==> config.mk <==
export PLATFORM = sky130hd
export DESIGN_NAME = clock_sweep_cache
export DESIGN_NICKNAME = d
export VERILOG_FILES = /design/src/csc_pkg.sv /design/src/clock_sweep_cache.sv
export SDC_FILE = /design/constraint.sdc
export NUM_CORES = 1
export LEC_CHECK = 0
export BUFFER_PORTS_ARGS = -buffer_cell sky130_fd_sc_hd__buf_2
export CAP_MARGIN = 20
export CELL_PAD_IN_SITES_DETAIL_PLACEMENT = 1
export CELL_PAD_IN_SITES_GLOBAL_PLACEMENT = 1
export CORE_UTILIZATION = 35
export CTS_CLUSTER_DIAMETER = 80
export DETAILED_ROUTE_END_ITERATION = 6
export PLACE_DENSITY = 0.55
export SLEW_MARGIN = 15
export SYNTH_ARGS = -nofsm -noshare
export SYNTH_HDL_FRONTEND = slang
export SYNTH_SLANG_ARGS = --single-unit
export TNS_END_PERCENT = 100
==> constraint.sdc <==
create_clock -name clk_i -period 6.7 [get_ports clk_i]
set_input_delay 2.01 -clock clk_i [delete_from_list [all_inputs] [get_ports clk_i]]
set_output_delay 2.01 -clock clk_i [all_outputs]
set_load 0.02 [all_outputs]
==> src/csc_pkg.sv <==
// ----------------------------------------------------------------------------
// csc_pkg
// Shared types and constants for the clock-sweep key-value cache.
// ----------------------------------------------------------------------------
`default_nettype none

package csc_pkg;

  localparam int unsigned KeyWidth   = 32;
  localparam int unsigned ValueWidth = 32;
  localparam int unsigned SlotWidth  = 4;
  localparam int unsigned CountWidth = 3;

  typedef enum logic {
    KIND_GET = 1'b0,
    KIND_PUT = 1'b1
  } csc_kind_e;

  typedef struct packed {
    csc_kind_e                     kind;
    logic signed [KeyWidth-1:0]    key;
    logic signed [ValueWidth-1:0]  new_value;
  } csc_req_t;

  typedef struct packed {
    logic                          hit;
    logic signed [ValueWidth-1:0]  read_value;
    logic [SlotWidth-1:0]          slot;
  } csc_rsp_t;

  typedef enum logic [2:0] {
    ST_IDLE,
    ST_SCAN,
    ST_LAST,
    ST_SWEEP,
    ST_RESP
  } csc_state_e;

endpackage

`default_nettype wire

==> src/clock_sweep_cache.sv <==
// ----------------------------------------------------------------------------
// clock_sweep_cache
// Key-value cache with clock-sweep replacement, one slot visited per cycle.
// ----------------------------------------------------------------------------
// A hit at slot s returns once the scan has compared slot s, a get miss once
// every slot has been compared, and a put miss after that scan plus a sweep in
// which the hand visits v slots (1 to 7 * ENTRIES + 1).
// One item is in flight at a time; the single slot read port and the one
// count update per cycle set the pace. Reset (rst_ni low, asynchronous)
// clears all valid bits, usage counts and the hand, and sets max_usage to 5.
`default_nettype none

module clock_sweep_cache #(
  parameter int unsigned ENTRIES = 16
) (
  input  wire                 clk_i,
  input  wire                 rst_ni,
  // Request channel.
  input  wire                 in_valid_i,
  output logic                in_stall_o,
  input  wire csc_pkg::csc_req_t in_data_i,
  // Result channel.
  output logic                out_valid_o,
  input  wire                 out_stall_i,
  output csc_pkg::csc_rsp_t   out_data_o,
  // Configuration channel: max_usage.
  input  wire                 cfg_valid_i,
  output logic                cfg_ready_o,
  input  wire [2:0]           cfg_data_i
);

  import csc_pkg::*;

  // Slot index width and the last slot, used for wrapping the scan and hand.
  localparam int unsigned IdxWidth = $clog2(ENTRIES);
  localparam logic [IdxWidth-1:0] LastIdx = IdxWidth'(ENTRIES - 1);

  csc_state_e state_q, state_d;

  // Accepted request, held for the whole operation.
  csc_req_t req_q;

  // Usage ceiling register.
  logic [CountWidth-1:0] max_usage_q;

  // Key and value stores: one write port, one registered read port.
  logic [KeyWidth-1:0]   slot_keys   [ENTRIES];
  logic [ValueWidth-1:0] slot_values [ENTRIES];

  // Usage counts and valid bits live in flops so reset clears them at once.
  logic [CountWidth-1:0] cnt_q   [ENTRIES];
  logic [ENTRIES-1:0]    valid_q;

  logic [IdxWidth-1:0] hand_q;
  logic [IdxWidth-1:0] scan_idx_q;

  // Compare stage of the scan: the slot read last cycle and whether it counts.
  logic [IdxWidth-1:0]   cmp_idx_q;
  logic                  cmp_vld_q;
  logic [KeyWidth-1:0]   key_rd_q;
  logic [ValueWidth-1:0] val_rd_q;

  csc_rsp_t res_q;
  csc_rsp_t out_q;
  logic     out_valid_q;

  // Control produced by the output decoder.
  logic                  scan_en;
  logic                  match;
  logic [IdxWidth-1:0]   sel_idx;
  logic [CountWidth-1:0] sel_cnt;
  logic                  sel_valid;
  logic                  sel_busy;
  logic [CountWidth-1:0] ceil_cnt;
  logic                  cnt_we;
  logic [CountWidth-1:0] cnt_wdata;
  logic                  valid_set;
  logic                  key_we;
  logic                  val_we;
  logic [IdxWidth-1:0]   wr_idx;
  logic                  res_we;
  csc_rsp_t              res_d;
  logic                  hand_we;
  logic [IdxWidth-1:0]   hand_d;
  logic                  out_load;

  function automatic logic [IdxWidth-1:0] next_idx(input logic [IdxWidth-1:0] idx);
    next_idx = (idx == LastIdx) ? '0 : idx + 1'b1;
  endfunction

  // A hit is the first valid slot in index order whose key equals the request.
  assign match = cmp_vld_q && (key_rd_q == req_q.key);

  // During the sweep the count port follows the hand; otherwise the compared slot.
  assign sel_idx   = (state_q == ST_SWEEP) ? hand_q : cmp_idx_q;
  assign sel_cnt   = cnt_q[sel_idx];
  assign sel_valid = valid_q[sel_idx];
  assign sel_busy  = sel_valid && (sel_cnt != '0);

  // A ceiling of zero behaves as one.
  assign ceil_cnt = (max_usage_q == '0) ? CountWidth'(1) : max_usage_q;

  // Next-state logic.
  always_comb begin
    state_d = state_q;
    case (state_q)
      ST_IDLE: begin
        if (in_valid_i) begin
          state_d = ST_SCAN;
        end
      end
      ST_SCAN: begin
        if (match) begin
          state_d = ST_RESP;
        end else if (scan_idx_q == LastIdx) begin
          state_d = ST_LAST;
        end
      end
      ST_LAST: begin
        if (match || (req_q.kind == KIND_GET)) begin
          state_d = ST_RESP;
        end else begin
          state_d = ST_SWEEP;
        end
      end
      ST_SWEEP: begin
        if (!sel_busy) begin
          state_d = ST_RESP;
        end
      end
      ST_RESP: begin
        if (!out_valid_q || !out_stall_i) begin
          state_d = ST_IDLE;
        end
      end
      default: state_d = ST_IDLE;
    endcase
  end

  // Output decoder: handshake and datapath control for the current state.
  always_comb begin
    in_stall_o = 1'b1;
    scan_en    = 1'b0;
    cnt_we     = 1'b0;
    cnt_wdata  = sel_cnt;
    valid_set  = 1'b0;
    key_we     = 1'b0;
    val_we     = 1'b0;
    wr_idx     = cmp_idx_q;
    res_we     = 1'b0;
    res_d      = '0;
    hand_we    = 1'b0;
    hand_d     = next_idx(hand_q);
    out_load   = 1'b0;
    case (state_q)
      ST_IDLE: begin
        in_stall_o = 1'b0;
      end
      ST_SCAN, ST_LAST: begin
        scan_en = (state_q == ST_SCAN);
        if (match) begin
          // Raise the count up to the ceiling; a count above it is left alone.
          cnt_we          = (sel_cnt < ceil_cnt);
          cnt_wdata       = sel_cnt + 1'b1;
          val_we          = (req_q.kind == KIND_PUT);
          res_we          = 1'b1;
          res_d.hit       = 1'b1;
          res_d.read_value = (req_q.kind == KIND_GET) ? val_rd_q : '0;
          res_d.slot      = SlotWidth'(cmp_idx_q);
        end else if (state_q == ST_LAST) begin
          // A get miss reports all zeros.
          res_we = (req_q.kind == KIND_GET);
        end
      end
      ST_SWEEP: begin
        wr_idx  = hand_q;
        cnt_we  = 1'b1;
        hand_we = 1'b1;
        if (sel_busy) begin
          cnt_wdata = sel_cnt - 1'b1;
        end else begin
          cnt_wdata  = CountWidth'(1);
          valid_set  = 1'b1;
          key_we     = 1'b1;
          val_we     = 1'b1;
          res_we     = 1'b1;
          res_d.slot = SlotWidth'(hand_q);
        end
      end
      ST_RESP: begin
        out_load = !out_valid_q || !out_stall_i;
      end
      default: ;
    endcase
  end

  // Control state.
  always_ff @(posedge clk_i or negedge rst_ni) begin
    if (!rst_ni) begin
      state_q     <= ST_IDLE;
      max_usage_q <= CountWidth'(5);
      hand_q      <= '0;
      scan_idx_q  <= '0;
      cmp_vld_q   <= 1'b0;
      out_valid_q <= 1'b0;
    end else begin
      state_q <= state_d;
      if (cfg_valid_i && cfg_ready_o) begin
        max_usage_q <= cfg_data_i;
      end
      if (hand_we) begin
        hand_q <= hand_d;
      end
      if (state_q == ST_IDLE) begin
        scan_idx_q <= '0;
      end else if (scan_en) begin
        scan_idx_q <= next_idx(scan_idx_q);
      end
      cmp_vld_q <= scan_en && valid_q[scan_idx_q];
      if (out_load) begin
        out_valid_q <= 1'b1;
      end else if (!out_stall_i) begin
        out_valid_q <= 1'b0;
      end
    end
  end

  // Usage counts and valid bits.
  always_ff @(posedge clk_i or negedge rst_ni) begin
    if (!rst_ni) begin
      for (int i = 0; i < ENTRIES; i++) begin
        cnt_q[i] <= '0;
      end
      valid_q <= '0;
    end else begin
      if (cnt_we) begin
        cnt_q[sel_idx] <= cnt_wdata;
      end
      if (valid_set) begin
        valid_q[wr_idx] <= 1'b1;
      end
    end
  end

  // Key and value stores.
  always_ff @(posedge clk_i) begin
    if (key_we) begin
      slot_keys[wr_idx] <= req_q.key;
    end
    if (val_we) begin
      slot_values[wr_idx] <= req_q.new_value;
    end
  end

  always_ff @(posedge clk_i) begin
    key_rd_q <= slot_keys[scan_idx_q];
    val_rd_q <= slot_values[scan_idx_q];
  end

  // Payload registers.
  always_ff @(posedge clk_i) begin
    if ((state_q == ST_IDLE) && in_valid_i) begin
      req_q <= in_data_i;
    end
    cmp_idx_q <= scan_idx_q;
    if (res_we) begin
      res_q <= res_d;
    end
    if (out_load) begin
      out_q <= res_q;
    end
  end

  assign out_valid_o = out_valid_q;
  assign out_data_o  = out_q;
  // The register may be written at any time the block is idle.
  assign cfg_ready_o = (state_q == ST_IDLE);

endmodule

`default_nettype wire

==> impl_metrics.xml <==
<?xml version="1.0" encoding="UTF-8"?>
<metrics>
  <group name="power_and_ir_drop">
    <metric name="leakage" unit="nW">19.2</metric>
    <metric name="power_per_cell_area" unit="nW/um^2">420</metric>
    <metric name="ir_worst_vdd" unit="V">0.000285</metric>
  </group>
  <group name="clock_tree">
    <metric name="cts_resized" unit="">0</metric>
    <metric name="clock_insertion_delay_at_the_later_pin_of_the_skew_report" unit="ns">0.78</metric>
    <metric name="post_cts.repair.setup_buffers" unit="">0</metric>
    <metric name="ctsHoldBuffers" unit="">0</metric>
    <metric name="worst_setup_hold_path_clk_slew" unit="ns">0.06</metric>
    <metric name="cts_buffers" unit="">149</metric>
    <metric name="cts_tree" unit="">built</metric>
    <metric name="clock-sinks" unit="">1311</metric>
    <metric name="cts.path.max_buffers" unit="">3</metric>
    <metric name="cts_root_buffer" unit="">sky130_fd_sc_hd__clkbuf_16</metric>
    <metric name="ctsHtreeMaxLevel" unit="">4</metric>
  </group>
  <group name="finish">
    <metric name="fillers" unit="">13500</metric>
    <metric name="proportion_of_layout_cells_with_a_drive_suffix_above_1" unit="">0.254</metric>
    <metric name="final_design_area_no_fill" unit="sq um">58400</metric>
    <metric name="area_growth" unit="%">16.8</metric>
    <metric name="fin_nets" unit="">2941</metric>
  </group>
  <group name="timing">
    <metric name="fin_clk_skew" unit="ns">0.0337</metric>
    <metric name="max_slew_margin" unit="">0.286</metric>
    <metric name="fin_setup_tns" unit="ns">0</metric>
    <metric name="hold_violations" unit="">0</metric>
    <metric name="finalSetupViolations" unit="">0</metric>
    <metric name="final.period_utilization" unit="">0.816</metric>
    <metric name="layout_min_cycle_time" unit="ns">5.47</metric>
    <metric name="achievable-frequency" unit="MHz">183</metric>
    <metric name="finalMaxSlewViolations" unit="">0</metric>
    <metric name="worst_hold_slack" unit="ns">0.419</metric>
    <metric name="slew_at_the_pin_closest_to_its_max_slew_limit" unit="ns">1.07</metric>
    <metric name="rsz0062_at_grt" unit="">false</metric>
  </group>
  <group name="grt">
    <metric name="global_route.usage.total" unit="">0.182</metric>
    <metric name="grt_start_max_net_pins" unit="">100</metric>
    <metric name="grt_antenna_before_repair" unit="">1</metric>
    <metric name="wire_length_of_the_first_global_routing_pass" unit="um">193000</metric>
    <metric name="busiest_layer" unit="">met2</metric>
    <metric name="first_global_vias" unit="">27400</metric>
    <metric name="met3_usage" unit="">0.0304</metric>
    <metric name="global_route_met1_utilization" unit="">0.252</metric>
    <metric name="gr-total-overflow" unit="">0</metric>
    <metric name="gr-usage-met2" unit="">0.295</metric>
  </group>
  <group name="detailed_routing">
    <metric name="routed_wl" unit="um">131000</metric>
    <metric name="post_dr_vias_cell" unit="">5.25</metric>
    <metric name="drt_iter0_markers" unit="">1710</metric>
    <metric name="route.vias.total" unit="">25600</metric>
    <metric name="drtAntennaViolNets" unit="">0</metric>
    <metric name="wire_per_inst" unit="um">26.9</metric>
    <metric name="drc_errors" unit="">0</metric>
    <metric name="drt_pass1_iterations" unit="">5</metric>
  </group>
  <group name="critical_path">
    <metric name="worst-path-max-fanout" unit="">19</metric>
    <metric name="cp.arrival" unit="ns">5.93</metric>
    <metric name="startpoint_type" unit="">register</metric>
    <metric name="setup_crit_end_kind" unit="">register</metric>
    <metric name="cp.required" unit="ns">7.16</metric>
    <metric name="critPathKind" unit="">register to register</metric>
  </group>
  <group name="floorplanning">
    <metric name="core.rowCount" unit="">138</metric>
    <metric name="boundaryPins" unit="">113</metric>
    <metric name="core_region_area" unit="sq um">142000</metric>
    <metric name="die_w" unit="um">380</metric>
    <metric name="chipHeight" unit="um">380</metric>
    <metric name="initial_core_util" unit="">0.353</metric>
    <metric name="area_enclosed_by_the_die_boundary" unit="sq um">144000</metric>
  </group>
  <group name="synth">
    <metric name="synth_cells" unit="">2658</metric>
    <metric name="synth.ff_latch_count" unit="">1311</metric>
    <metric name="synth_ff_type" unit="">sky130_fd_sc_hd__edfxtp_1</metric>
    <metric name="avgSynthCellArea" unit="sq um">18.8</metric>
    <metric name="synthesis.yosys.warnings" unit="">0</metric>
    <metric name="syn-num-nets" unit="">2736</metric>
    <metric name="synth_area" unit="sq um">50000</metric>
    <metric name="async_flop_share" unit="">0.0610</metric>
    <metric name="seq_area_frac_synth" unit="">0.765</metric>
    <metric name="synth_cell_type_count" unit="">54</metric>
    <metric name="synth_enable_flop_cells" unit="">1163</metric>
  </group>
  <group name="worst_hold_path">
    <metric name="holdCritPathClass" unit="">register to register</metric>
  </group>
  <group name="run_status">
    <metric name="outcome" unit="">complete, no violations</metric>
  </group>
  <group name="placed_design">
    <metric name="place.detailed.hpwl" unit="um">79600</metric>
    <metric name="placement.cell_area" unit="sq um">53400</metric>
    <metric name="gpl.final_weighted_congestion" unit="">0.812</metric>
    <metric name="port-buffer-count" unit="">112</metric>
  </group>
  <group name="run">
    <metric name="max_cap_viol_count" unit="">0</metric>
  </group>
</metrics>
-- kinds of logic after synthesis --
family                     share of synthesized area
buffers and inverters                         0.0127
DFF                                            0.765
xor gates and xnor gates                     0.00578
muxes                                          0.139
and+or+nand+nor                               0.0253
adders and majority gates                    0.00165
AOI/OAI and AO/OA                             0.0505
-- critical path: stages (launching register included) --
cell	delay, ns
sky130_fd_sc_hd__dfrtp_1	0.62
sky130_fd_sc_hd__nand3b_2	0.49
sky130_fd_sc_hd__mux2_1	0.66
sky130_fd_sc_hd__mux2i_1	0.27
sky130_fd_sc_hd__a221oi_1	0.15
sky130_fd_sc_hd__nor4_4	0.47
sky130_fd_sc_hd__inv_1	0.18
sky130_fd_sc_hd__o21ai_2	0.37
sky130_fd_sc_hd__nand2_2	0.58
sky130_fd_sc_hd__nor2_4	1.00
sky130_fd_sc_hd__buf_4	0.31
-- Yosys cell counts (2+ instances only) --
cell                       instances  area [sq um]
sky130_fd_sc_hd__a21o_1            2          15.0
sky130_fd_sc_hd__a21oi_1          80           400
sky130_fd_sc_hd__a221oi_1         66           578
sky130_fd_sc_hd__a22oi_1          65           488
sky130_fd_sc_hd__a31oi_1           3          18.8
sky130_fd_sc_hd__a32o_1            5          50.1
sky130_fd_sc_hd__a32oi_1           2          17.5
sky130_fd_sc_hd__and2_1           34           213
sky130_fd_sc_hd__and3_1            2          12.5
sky130_fd_sc_hd__buf_1            29           109
sky130_fd_sc_hd__buf_2            19          95.1
sky130_fd_sc_hd__buf_4             4          30.0
sky130_fd_sc_hd__buf_6             2          22.5
sky130_fd_sc_hd__clkbuf_1         90           338
sky130_fd_sc_hd__dfrtp_1          78          1950
sky130_fd_sc_hd__dfstp_2           2          52.6
sky130_fd_sc_hd__dfxtp_1          68          1360
sky130_fd_sc_hd__edfxtp_1       1163         34900
sky130_fd_sc_hd__ha_1              5          62.6
sky130_fd_sc_hd__inv_1            10          37.5
sky130_fd_sc_hd__maj3_1            2          20.0
sky130_fd_sc_hd__mux2_2          120          1350
sky130_fd_sc_hd__mux2i_1         207          2070
sky130_fd_sc_hd__mux4_2          155          3490
sky130_fd_sc_hd__nand2_1         139           522
sky130_fd_sc_hd__nand2b_1          5          31.3
sky130_fd_sc_hd__nand3_1          11          55.1
sky130_fd_sc_hd__nand4_1          25           156
sky130_fd_sc_hd__nor2_1           45           169
sky130_fd_sc_hd__nor2b_1           2          12.5
sky130_fd_sc_hd__nor3_1            5          25.0
sky130_fd_sc_hd__nor4_1            3          18.8
sky130_fd_sc_hd__o211ai_2          3          37.5
sky130_fd_sc_hd__o21ai_0         137           686
sky130_fd_sc_hd__o21ai_1           2          10.0
sky130_fd_sc_hd__o21bai_1         16           120
sky130_fd_sc_hd__o22ai_1           4          25.0
sky130_fd_sc_hd__xnor2_1          29           254
sky130_fd_sc_hd__xor2_1            4          35.0
-- cell usage in the layout (no fill, tap or decap), types with 18 or more instances in the layout --
| cell type | netlist | routed |
|---|---|---|
| sky130_fd_sc_hd__edfxtp_1 | 1163 | 1163 |
| sky130_fd_sc_hd__clkbuf_16 | 0 | 150 |
| sky130_fd_sc_hd__o21ai_0 | 137 | 137 |
| sky130_fd_sc_hd__dfxtp_1 | 68 | 68 |
| sky130_fd_sc_hd__and2_1 | 34 | 32 |
| sky130_fd_sc_hd__clkbuf_1 | 90 | 32 |
| sky130_fd_sc_hd__buf_4 | 4 | 74 |
| sky130_fd_sc_hd__mux2_2 | 120 | 120 |
| sky130_fd_sc_hd__buf_2 | 19 | 111 |
| sky130_fd_sc_hd__mux4_2 | 155 | 155 |
| sky130_fd_sc_hd__nor2_4 | 0 | 34 |
| sky130_fd_sc_hd__a22oi_1 | 65 | 65 |
| sky130_fd_sc_hd__nand4_1 | 25 | 25 |
| sky130_fd_sc_hd__mux2i_1 | 207 | 204 |
| sky130_fd_sc_hd__a221oi_1 | 66 | 66 |
| sky130_fd_sc_hd__clkinv_2 | 0 | 23 |
| sky130_fd_sc_hd__xnor2_1 | 29 | 29 |
| sky130_fd_sc_hd__clkinv_1 | 1 | 20 |
| sky130_fd_sc_hd__clkbuf_8 | 0 | 18 |
| sky130_fd_sc_hd__nand2_1 | 139 | 137 |
| sky130_fd_sc_hd__a21oi_1 | 80 | 79 |
| sky130_fd_sc_hd__dfrtp_1 | 78 | 74 |
-- per-layer routing --
metal	vias up	routed length [um]
li1	11100	-
met1	13700	59600
met2	572	63100
met3	180	5500
met4	0	2760
met5	-	0
-- area by class of cell --
cell class	instances	area [sq um]	area share
diodes	1	2.50	0.0000428
clock buffers	200	4120	0.0705
clock inverters	77	803	0.0137
inverters	11	41.3	0.000707
multi-input cells	1192	11400	0.195
flip-flops and latches	1311	38300	0.655
well taps	1890	2360	0.0405
repair buffers	198	1390	0.0237
-- per-stage QoR --
step | power (mW) | setup WS [ns] | util | std cells
floorplan | 14.3 | 2.32 | - | 2658
detailed placement | 16.7 | 1.00 | 0.377 | 4600
CTS | 24.9 | 0.964 | 0.412 | 4877
finish | 24.5 | 1.23 | 0.412 | 4880
global route | 25.6 | 0.867 | 0.412 | 4879
global placement | 16.5 | 1.26 | 0.376 | 4595
-- report_power, final --
part           total (mW)  switching (mW)  internal, mW
combinational        5.64            3.49          2.15
clock                8.12            3.36          4.75
sequential           10.8           0.796          9.98
total                24.5            7.65          16.9
-- worst paths after layout --
| path | end | depth (start not counted) | slack, ns | start |
|---|---|---|---|---|
| max | slot_keys[5][19] | 10 | 1.23 | state_q[0] |
| max reg2reg | slot_keys[5][19] | 10 | 1.23 | state_q[0] |
| max in group asynchronous | cnt_q[26] | 2 | 4.92 | rst_ni |
| min | out_data_o[26] | 0 | 0.42 | res_q[26] |
| min in group asynchronous | max_usage_q[1] | 1 | 1.17 | rst_ni |
| min reg2reg | out_data_o[26] | 0 | 0.42 | res_q[26] |
-- flip-flops by register name, indices dropped and copies added (netlist names), 4 cells and up --
register / flops
res_q: 37
scan_idx_q: 4
slot_keys: 512
req_q: 65
cmp_idx_q: 4
slot_values: 512
key_rd_q: 32
cnt_q: 48
out_data_o: 37
val_rd_q: 32
valid_q: 16
hand_q: 4
(Power assumes the default switching activity.)
